===== config.mk =====
export PLATFORM = sky130hd
export DESIGN_NAME = rgb_color_cycle_fader_flat
export DESIGN_NICKNAME = d
export VERILOG_FILES = /design/src/design/rccf_pkg.sv /design/src/design/rccf_if.sv /design/src/design/rgb_color_cycle_fader.sv /design/src/flat_wrapper.sv
export SDC_FILE = /design/constraint.sdc
export NUM_CORES = 1
export LEC_CHECK = 0
export ABC_AREA = 1
export BUFFER_PORTS_ARGS = -buffer_cell sky130_fd_sc_hd__buf_2
export CORE_MARGIN = 2
export CORE_UTILIZATION = 50
export DETAILED_ROUTE_END_ITERATION = 8
export GPL_TIMING_DRIVEN = 0
export PLACE_DENSITY_LB_ADDON = 0.2
export SLEW_MARGIN = 5
export SYNTH_ARGS = -nofsm -noshare
export SYNTH_HDL_FRONTEND = slang
export SYNTH_SLANG_ARGS = --single-unit

===== constraint.sdc =====
create_clock -name clk -period 5.7 [get_ports clk]
set_clock_uncertainty 0.05 [all_clocks]
set_input_delay 0.285 -clock clk [delete_from_list [all_inputs] [get_ports clk]]
set_output_delay 0.285 -clock clk [all_outputs]
set_load 0.05 [all_outputs]

===== src/design/rccf_pkg.sv =====
// Shared widths, color codes and the color wheel table for the RGB color cycle fader.
package rccf_pkg;

	localparam int LEVEL_W  = 15;
	localparam int STEP_W   = 15;
	localparam int OUT_W    = 8;
	localparam int COLOR_W  = 3;
	localparam int CH_N     = 3;
	localparam int APB_AW   = 3;
	localparam int APB_DW   = 32;

	localparam logic [COLOR_W-1:0] COLOR_RED     = 3'd0;
	localparam logic [COLOR_W-1:0] COLOR_YELLOW  = 3'd1;
	localparam logic [COLOR_W-1:0] COLOR_GREEN   = 3'd2;
	localparam logic [COLOR_W-1:0] COLOR_CYAN    = 3'd3;
	localparam logic [COLOR_W-1:0] COLOR_BLUE    = 3'd4;
	localparam logic [COLOR_W-1:0] COLOR_MAGENTA = 3'd5;
	localparam logic [COLOR_W-1:0] COLOR_LAST    = COLOR_MAGENTA;

	localparam logic [STEP_W-1:0] STEP_RESET = 15'd510;

	localparam logic APB_REG_STEP = 1'b0;

	// floor(x / 100) == (x * 5243) >> 19 for every 15-bit x
	localparam int DIV_MULT_W = 13;
	localparam logic [DIV_MULT_W-1:0] DIV_MULT = 13'd5243;
	localparam int DIV_SHIFT  = 19;
	localparam int QUOT_W     = LEVEL_W + DIV_MULT_W - DIV_SHIFT;

	// bit 0 red, bit 1 green, bit 2 blue
	function automatic logic [CH_N-1:0] wheel_mask(input logic [COLOR_W-1:0] color);
		logic [CH_N-1:0] m;
		case (color)
			COLOR_RED:     m = 3'b001;
			COLOR_YELLOW:  m = 3'b011;
			COLOR_GREEN:   m = 3'b010;
			COLOR_CYAN:    m = 3'b110;
			COLOR_BLUE:    m = 3'b100;
			COLOR_MAGENTA: m = 3'b101;
			default:       m = 3'b001;
		endcase
		return m;
	endfunction

endpackage


===== src/design/rccf_if.sv =====
// Valid/ready channel interfaces for tick items and color result items.
interface rccf_tick_if
	import rccf_pkg::*;
();
	logic valid;
	logic ready;
	logic tick;

	modport source (output valid, output tick, input ready);
	modport sink   (input valid, input tick, output ready);
endinterface

interface rccf_color_if
	import rccf_pkg::*;
();
	logic               valid;
	logic               ready;
	logic [OUT_W-1:0]   red_out;
	logic [OUT_W-1:0]   green_out;
	logic [OUT_W-1:0]   blue_out;
	logic               falling;
	logic [COLOR_W-1:0] target_color;

	modport source (output valid, output red_out, output green_out, output blue_out,
		output falling, output target_color, input ready);
	modport sink   (input valid, input red_out, input green_out, input blue_out,
		input falling, input target_color, output ready);
endinterface


===== src/design/rgb_color_cycle_fader.sv =====
// Top level of the RGB color cycle fader: fade state, result pipeline and APB step register.
//
// Usage:
//   tick_chan carries one item per update period; an item with tick high
//   advances the fade, an item with tick low only reports the current state.
//   Every accepted item yields exactly one item on color_chan holding the
//   red, green and blue levels divided by 100, the falling flag and the
//   current target color.
//   A result passes stage 1 and then the output register: the fade state
//   and stage 1 update at acceptance, and the divide-by-100 multiplier feeds
//   the output register from stage 1. Throughput is one item per cycle
//   while color_chan does not stall; when it stalls, the pipeline holds up
//   to two results and tick_chan.ready drops only once both stages are occupied.
//   Reset clears levels, flags and the target (red) and sets step to 510.
//   The step register lies at APB byte address 0; write it only while the
//   block is idle. pready is always high.
module rgb_color_cycle_fader
	import rccf_pkg::*;
#(
	parameter int LEVEL_MAX = 25500
) (
	input  logic                clk,
	input  logic                arst_n,
	rccf_tick_if.sink           tick_chan,
	rccf_color_if.source        color_chan,
	input  logic                psel,
	input  logic                penable,
	input  logic                pwrite,
	input  logic [APB_AW-1:0]   paddr,
	input  logic [APB_DW-1:0]   pwdata,
	output logic [APB_DW-1:0]   prdata,
	output logic                pready
);

	localparam logic [LEVEL_W-1:0] LVL_MAX = LEVEL_W'(LEVEL_MAX);

	logic [STEP_W-1:0]  step_q;
	logic [LEVEL_W-1:0] lvl_q [CH_N];
	logic [CH_N-1:0]    rch_q;
	logic               all_q;
	logic [COLOR_W-1:0] tgt_q;

	logic [LEVEL_W-1:0] lvl_n [CH_N];
	logic [CH_N-1:0]    rch_n;
	logic               all_n;
	logic [COLOR_W-1:0] tgt_n;

	logic [LEVEL_W-1:0] lvl_s1 [CH_N];
	logic               all_s1;
	logic [COLOR_W-1:0] tgt_s1;
	logic               vld_s1;

	logic               out_vld_q;
	logic               out_free;
	logic               s1_move;
	logic               in_acc;

	logic [COLOR_W-1:0] color;
	logic [CH_N-1:0]    mask;
	logic [LEVEL_W-1:0] tgt_lvl [CH_N];
	logic [LEVEL_W:0]   sum_w   [CH_N];

	logic [LEVEL_W+DIV_MULT_W-1:0] prod [CH_N];
	logic [QUOT_W-1:0]             quot [CH_N];
	logic [OUT_W-1:0]              scl  [CH_N];

	// APB step register
	assign pready = 1'b1;
	assign prdata = APB_DW'(step_q);

	always_ff @(posedge clk or negedge arst_n) begin
		if (!arst_n) begin
			step_q <= STEP_RESET;
		end else if (psel && penable && pwrite && pready && (paddr[2] == APB_REG_STEP)) begin
			step_q <= pwdata[STEP_W-1:0];
		end
	end

	// handshake
	assign out_free        = !out_vld_q || color_chan.ready;
	assign s1_move         = vld_s1 && out_free;
	assign tick_chan.ready = !vld_s1 || out_free;
	assign in_acc          = tick_chan.valid && tick_chan.ready;

	// fade update
	always_comb begin
		lvl_n = lvl_q;
		rch_n = rch_q;
		all_n = all_q;
		tgt_n = tgt_q;
		color = (tgt_q <= COLOR_LAST) ? tgt_q : COLOR_RED;
		mask  = wheel_mask(color);
		for (int i = 0; i < CH_N; i++) begin
			tgt_lvl[i] = mask[i] ? LVL_MAX : '0;
			sum_w[i]   = {1'b0, lvl_q[i]} + {1'b0, step_q};
		end
		if (tick_chan.tick) begin
			if (!all_q) begin
				for (int i = 0; i < CH_N; i++) begin
					if (lvl_q[i] <= tgt_lvl[i]) begin
						if (sum_w[i] >= {1'b0, tgt_lvl[i]}) begin
							lvl_n[i] = tgt_lvl[i];
							rch_n[i] = 1'b1;
						end else begin
							lvl_n[i] = sum_w[i][LEVEL_W-1:0];
						end
					end
				end
				all_n = &rch_n;
			end
			if (all_n) begin
				for (int i = 0; i < CH_N; i++) begin
					if (lvl_n[i] <= step_q) begin
						lvl_n[i] = '0;
						rch_n[i] = 1'b0;
					end else begin
						lvl_n[i] = lvl_n[i] - step_q;
					end
				end
				all_n = |rch_n;
				if (!all_n) begin
					tgt_n = (color == COLOR_LAST) ? COLOR_RED : color + COLOR_W'(1);
				end
			end
		end
	end

	always_ff @(posedge clk or negedge arst_n) begin
		if (!arst_n) begin
			for (int i = 0; i < CH_N; i++) begin
				lvl_q[i] <= '0;
			end
			rch_q <= '0;
			all_q <= 1'b0;
			tgt_q <= COLOR_RED;
		end else if (in_acc) begin
			lvl_q <= lvl_n;
			rch_q <= rch_n;
			all_q <= all_n;
			tgt_q <= tgt_n;
		end
	end

	// stage 1: updated state snapshot
	always_ff @(posedge clk or negedge arst_n) begin
		if (!arst_n) begin
			vld_s1 <= 1'b0;
		end else begin
			vld_s1 <= in_acc || (vld_s1 && !s1_move);
		end
	end

	always_ff @(posedge clk) begin
		if (in_acc) begin
			lvl_s1 <= lvl_n;
			all_s1 <= all_n;
			tgt_s1 <= tgt_n;
		end
	end

	// divide by 100 and saturate
	always_comb begin
		for (int i = 0; i < CH_N; i++) begin
			prod[i] = lvl_s1[i] * DIV_MULT;
			quot[i] = prod[i][LEVEL_W+DIV_MULT_W-1:DIV_SHIFT];
			scl[i]  = (quot[i] > QUOT_W'(255)) ? {OUT_W{1'b1}} : quot[i][OUT_W-1:0];
		end
	end

	// output register
	always_ff @(posedge clk or negedge arst_n) begin
		if (!arst_n) begin
			out_vld_q <= 1'b0;
		end else begin
			out_vld_q <= s1_move || (out_vld_q && !color_chan.ready);
		end
	end

	always_ff @(posedge clk) begin
		if (s1_move) begin
			color_chan.red_out      <= scl[0];
			color_chan.green_out    <= scl[1];
			color_chan.blue_out     <= scl[2];
			color_chan.falling      <= all_s1;
			color_chan.target_color <= tgt_s1;
		end
	end

	assign color_chan.valid = out_vld_q;

	// checks
	a_level_max: assert property (@(posedge clk) disable iff (!arst_n)
		(lvl_q[0] <= LVL_MAX) && (lvl_q[1] <= LVL_MAX) && (lvl_q[2] <= LVL_MAX))
		else $error("channel level above maximum");

	a_target_range: assert property (@(posedge clk) disable iff (!arst_n)
		tgt_q <= COLOR_LAST)
		else $error("target color out of range");

	a_flag_falling: assert property (@(posedge clk) disable iff (!arst_n)
		all_q |-> (|rch_q))
		else $error("falling with no reached channel");

	a_flag_rising: assert property (@(posedge clk) disable iff (!arst_n)
		!all_q |-> !(&rch_q))
		else $error("rising with all channels reached");

	a_idle_hold: assert property (@(posedge clk) disable iff (!arst_n)
		(in_acc && !tick_chan.tick) |=> ($stable(rch_q) && $stable(all_q) && $stable(tgt_q)))
		else $error("state moved on an item without tick");

	a_s1_hold: assert property (@(posedge clk) disable iff (!arst_n)
		(vld_s1 && !s1_move) |=> (vld_s1 && $stable(all_s1) && $stable(tgt_s1)))
		else $error("stage 1 result lost while stalled");

endmodule


===== src/flat_wrapper.sv =====
// flat-port wrapper written by rule: the top's interface ports become plain ports
module rgb_color_cycle_fader_flat import rccf_pkg::*;
#(
	parameter int LEVEL_MAX = 25500
)
  (clk, arst_n, psel, penable, pwrite, paddr, pwdata, prdata, pready, tick_chan_valid, tick_chan_tick, tick_chan_ready, color_chan_valid, color_chan_red_out, color_chan_green_out, color_chan_blue_out, color_chan_falling, color_chan_target_color, color_chan_ready);
  rccf_tick_if tick_chan_i ();
  rccf_color_if color_chan_i ();
  input  logic clk;
  input  logic arst_n;
  input  logic psel;
  input  logic penable;
  input  logic pwrite;
  input  logic [APB_AW-1:0] paddr;
  input  logic [APB_DW-1:0] pwdata;
  output logic [APB_DW-1:0] prdata;
  output logic pready;
  input wire logic [$bits(tick_chan_i.valid)-1:0] tick_chan_valid;
  input wire logic [$bits(tick_chan_i.tick)-1:0] tick_chan_tick;
  output wire logic [$bits(tick_chan_i.ready)-1:0] tick_chan_ready;
  output wire logic [$bits(color_chan_i.valid)-1:0] color_chan_valid;
  output wire logic [$bits(color_chan_i.red_out)-1:0] color_chan_red_out;
  output wire logic [$bits(color_chan_i.green_out)-1:0] color_chan_green_out;
  output wire logic [$bits(color_chan_i.blue_out)-1:0] color_chan_blue_out;
  output wire logic [$bits(color_chan_i.falling)-1:0] color_chan_falling;
  output wire logic [$bits(color_chan_i.target_color)-1:0] color_chan_target_color;
  input wire logic [$bits(color_chan_i.ready)-1:0] color_chan_ready;
  assign tick_chan_i.valid = tick_chan_valid;
  assign tick_chan_i.tick = tick_chan_tick;
  assign tick_chan_ready = tick_chan_i.ready;
  assign color_chan_valid = color_chan_i.valid;
  assign color_chan_red_out = color_chan_i.red_out;
  assign color_chan_green_out = color_chan_i.green_out;
  assign color_chan_blue_out = color_chan_i.blue_out;
  assign color_chan_falling = color_chan_i.falling;
  assign color_chan_target_color = color_chan_i.target_color;
  assign color_chan_i.ready = color_chan_ready;
  rgb_color_cycle_fader #(.LEVEL_MAX(LEVEL_MAX)) u_core (.clk(clk), .arst_n(arst_n), .tick_chan(tick_chan_i), .color_chan(color_chan_i), .psel(psel), .penable(penable), .pwrite(pwrite), .paddr(paddr), .pwdata(pwdata), .prdata(prdata), .pready(pready));
endmodule

==> flow_metrics.env <==
export IMPL_synth_top_area_frac=0.233
export IMPL_async_flop_share=0.473
export IMPL_worstSkewPairLatency_ns=0.49
export IMPL_fin_crit_ns=5.60
export IMPL_startpoint_type="flip-flop"
export IMPL_finalCritPeriodShare=0.982
export IMPL_drtAntennaViolNets=0
export IMPL_die_w_um=220
export IMPL_arrival_ns=5.85
export IMPL_yosys_area_top_type="ha_1"
export IMPL_start_util=0.502
export IMPL_ys_seq_elements=146
export IMPL_tightestPinTransition_ns=0.970
export IMPL_grt_pass1_wl_um=104000
export IMPL_dr_pass1_iters=7
export IMPL_cts_sinks=146
export IMPL_slowest_stage="dfstp_2"
export IMPL_synth_area_top_cells="ha_1 23%, fa_1 18%, edfxtp_1 9.9%, inv_1 9.5%, nand2_1 9.0%"
export IMPL_grt_usage=0.278
export IMPL_htreeDepth=4
export IMPL_holdWs_ns=0.0375
export IMPL_status="finished clean"
export IMPL_maxCapViolations=0
export IMPL_ys_seq_area_frac=0.174
export IMPL_worstPathMaxFanout=9
export IMPL_endpoint_kind="flip-flop"
export IMPL_synth_avg_cell_area_um2=8.03
export IMPL_area_growth_synth_to_final_pct=16.7
export IMPL_cpPeakStageDelay_ns=0.70
export IMPL_hold_class="primary input to flip-flop"
export IMPL_drtIter0Drc=1290
export IMPL_relSlewSlack=0.353
export IMPL_rows=79
export IMPL_hpwlAfterDp_um=52700
export IMPL_drv_slew=0
export IMPL_setup_violations=0
export IMPL_path_clk_slew_ns=0.07
export IMPL_drive_gt1_frac=0.144
export IMPL_cp_common_cell="nand2_1"
export IMPL_syn_area_um2=23200
export IMPL_synth_edf_count=77
export IMPL_gp_congestion=0.984
export IMPL_fill_cells=4167
export IMPL_synth_common_cells="588 x inv_1, 557 x nand2_1, 433 x ha_1"
export IMPL_cts_made_buffers=17
export IMPL_path_class="flip-flop to flip-flop"
export IMPL_clock_root_buffer="clkbuf_16"
export IMPL_fmax_mhz=179
export IMPL_wl_um=65600
export IMPL_io_buffers=68
export IMPL_postSynthCellCount=2896
export IMPL_grt_max_degree=42
export IMPL_drt_wirelength_per_cell_um=17.5
export IMPL_gr_total_overflow=0
export IMPL_die_y_um=220
export IMPL_ios=106
export IMPL_drc=0
export IMPL_via_count=20369
export IMPL_dieArea_um2=48200
export IMPL_yosysMostFrequentCell="inv_1"
export IMPL_critPathRequiredTime_ns=5.95
export IMPL_yosys_warnings=0
export IMPL_synth_distinct_cells=51
export IMPL_antenna_found_initial=2
export IMPL_clockBufferDepth=2
export IMPL_finalHoldViolCount=0
export IMPL_layout_nets=3819
export IMPL_synth_ff_type="edfxtp_1"
export IMPL_cts_tree="yes"
export IMPL_core_um2=46300
export IMPL_via_per_inst=5.43
export IMPL_grt_pass1_vias=20051
==> cell type report <==
type	count	area (µm²)	area share
antenna	3	7.51	0.000277
buffer	62	398	0.0147
clock buffer	17	425	0.0157
clock inverter	15	158	0.00581
inverter	590	2220	0.0820
multi-input combinational	2114	17600	0.648
sequential	146	4070	0.150
tap	607	759	0.0280
timing repair buffer	198	1500	0.0551
timing repair inverter	1	7.51	0.000277
==> metrics by stage <==
step | TNS (ns) | worst slack, ns | std cells | area (µm²) | util
after floorplan | 0 | 0.106 | 2912 | 23300 | -
after global placement | -71.13 | -1.37 | 3587 | 24400 | 0.528
after detailed placement | -85.89 | -1.55 | 3590 | 24500 | 0.529
after CTS | 0 | 0.00314 | 3670 | 25800 | 0.557
after global routing | -2.12 | -0.165 | 3750 | 27100 | 0.586
final | 0 | 0.0998 | 3753 | 27100 | 0.586
==> sequential cells by signal, summed over array words and instances (netlist names), 3 cells and up <==
register / count
u_core.lvl_s1: 45
u_core.color_chan.red_out: 8
u_core.color_chan.blue_out: 8
u_core.color_chan.green_out: 8
u_core.rch_q: 3
u_core.color_chan.target_color: 3
u_core.lvl_q: 45
u_core.tgt_q: 3
u_core.step_q: 15
u_core.tgt_s1: 3
==> metal layers <==
metal  routed length, µm  global-route usage  up-vias
met5                   9                   0        -
li1                    -                   -     9879
met1               28400               0.367     9695
met4                2600               0.116        2
met2               30400               0.450      635
met3                4200              0.0480      158
==> cell families (layout without fill, tap and decap cells) <==
group | count (synthesis) | count (layout) | share of synthesized area
buffers and inverters | 652 | 883 | 0.110
xor gates and xnor gates | 61 | 61 | 0.0230
adders and majority gates | 646 | 646 | 0.417
other | 2 | 21 | 0.000323
muxes | 1 | 1 | 0.000484
AOI/OAI and AO/OA | 477 | 477 | 0.111
DFF | 146 | 146 | 0.174
and+or+nand+nor | 911 | 911 | 0.164
==> cell usage in the layout (no fill, tap or decap), types with 8 or more instances in the layout <==
master / instances
inv_1: 578
nand2_1: 533
ha_1: 412
fa_1: 210
a21oi_1: 166
nor2_1: 131
o21ai_0: 122
buf_4: 122
nand3_1: 112
edfxtp_1: 77
buf_2: 74
dfrtp_1: 54
o21ai_1: 46
nand4_1: 35
o21ai_2: 35
xor2_1: 29
xnor2_1: 28
nand2_2: 22
a21oi_2: 18
clkbuf_1: 18
conb_1: 18
clkbuf_16: 17
nor3_1: 16
dlygate4sd3_1: 16
o21bai_1: 15
ha_4: 15
o22ai_1: 14
nand3_2: 11
buf_12: 10
inv_2: 9
a31oi_1: 9
buf_6: 9
or2_2: 8
a21o_1: 8
==> final timing paths <==
check	slack (ns)	startpoint	cells after the start	end
max in group asynchronous	4.74	arst_n	3	u_core.lvl_q[0]$_DFFE_PN0P_
setup reg to reg	0.1	u_core.step_q[4]$_DFFE_PN1P_	32	u_core.lvl_s1[27]$_DFFE_PP_
hold reg to reg	0.38	u_core.tgt_s1[2]$_DFFE_PP_	0	u_core.color_chan.target_color[2]$_DFFE_PP_
min in group asynchronous	0.26	arst_n	2	u_core.lvl_q[2]$_DFFE_PN0P_
setup / recovery	0.1	u_core.step_q[4]$_DFFE_PN1P_	32	u_core.lvl_s1[27]$_DFFE_PP_
hold / removal	0.04	color_chan_ready	4	u_core.color_chan.valid$_DFF_PN0_
==> worst max-delay path, delay by kind of cell, from the launching register on <==
family,cells,cell delay [ns]
fa+ha+maj,3,0.91
simple gates,17,2.09
compound gates,6,0.93
xor+xnor,1,0.15
buf+inv,5,0.57
flops,1,0.70
==> timing repair <==
item | 4_1_cts | 5_1_grt
setup endpoints to repair | 118 | 123
hold buffers | 16 | 0
setup buffers | 31 | 80
endpoints found under the hold margin | 42 | 0
resized for setup | 105 | 185
pin swaps | 19 | 65
gates cloned | 1 | 0
Power is not shown: default switching activity piles up to over one toggle a cycle in this logic, so the estimate is an artifact.
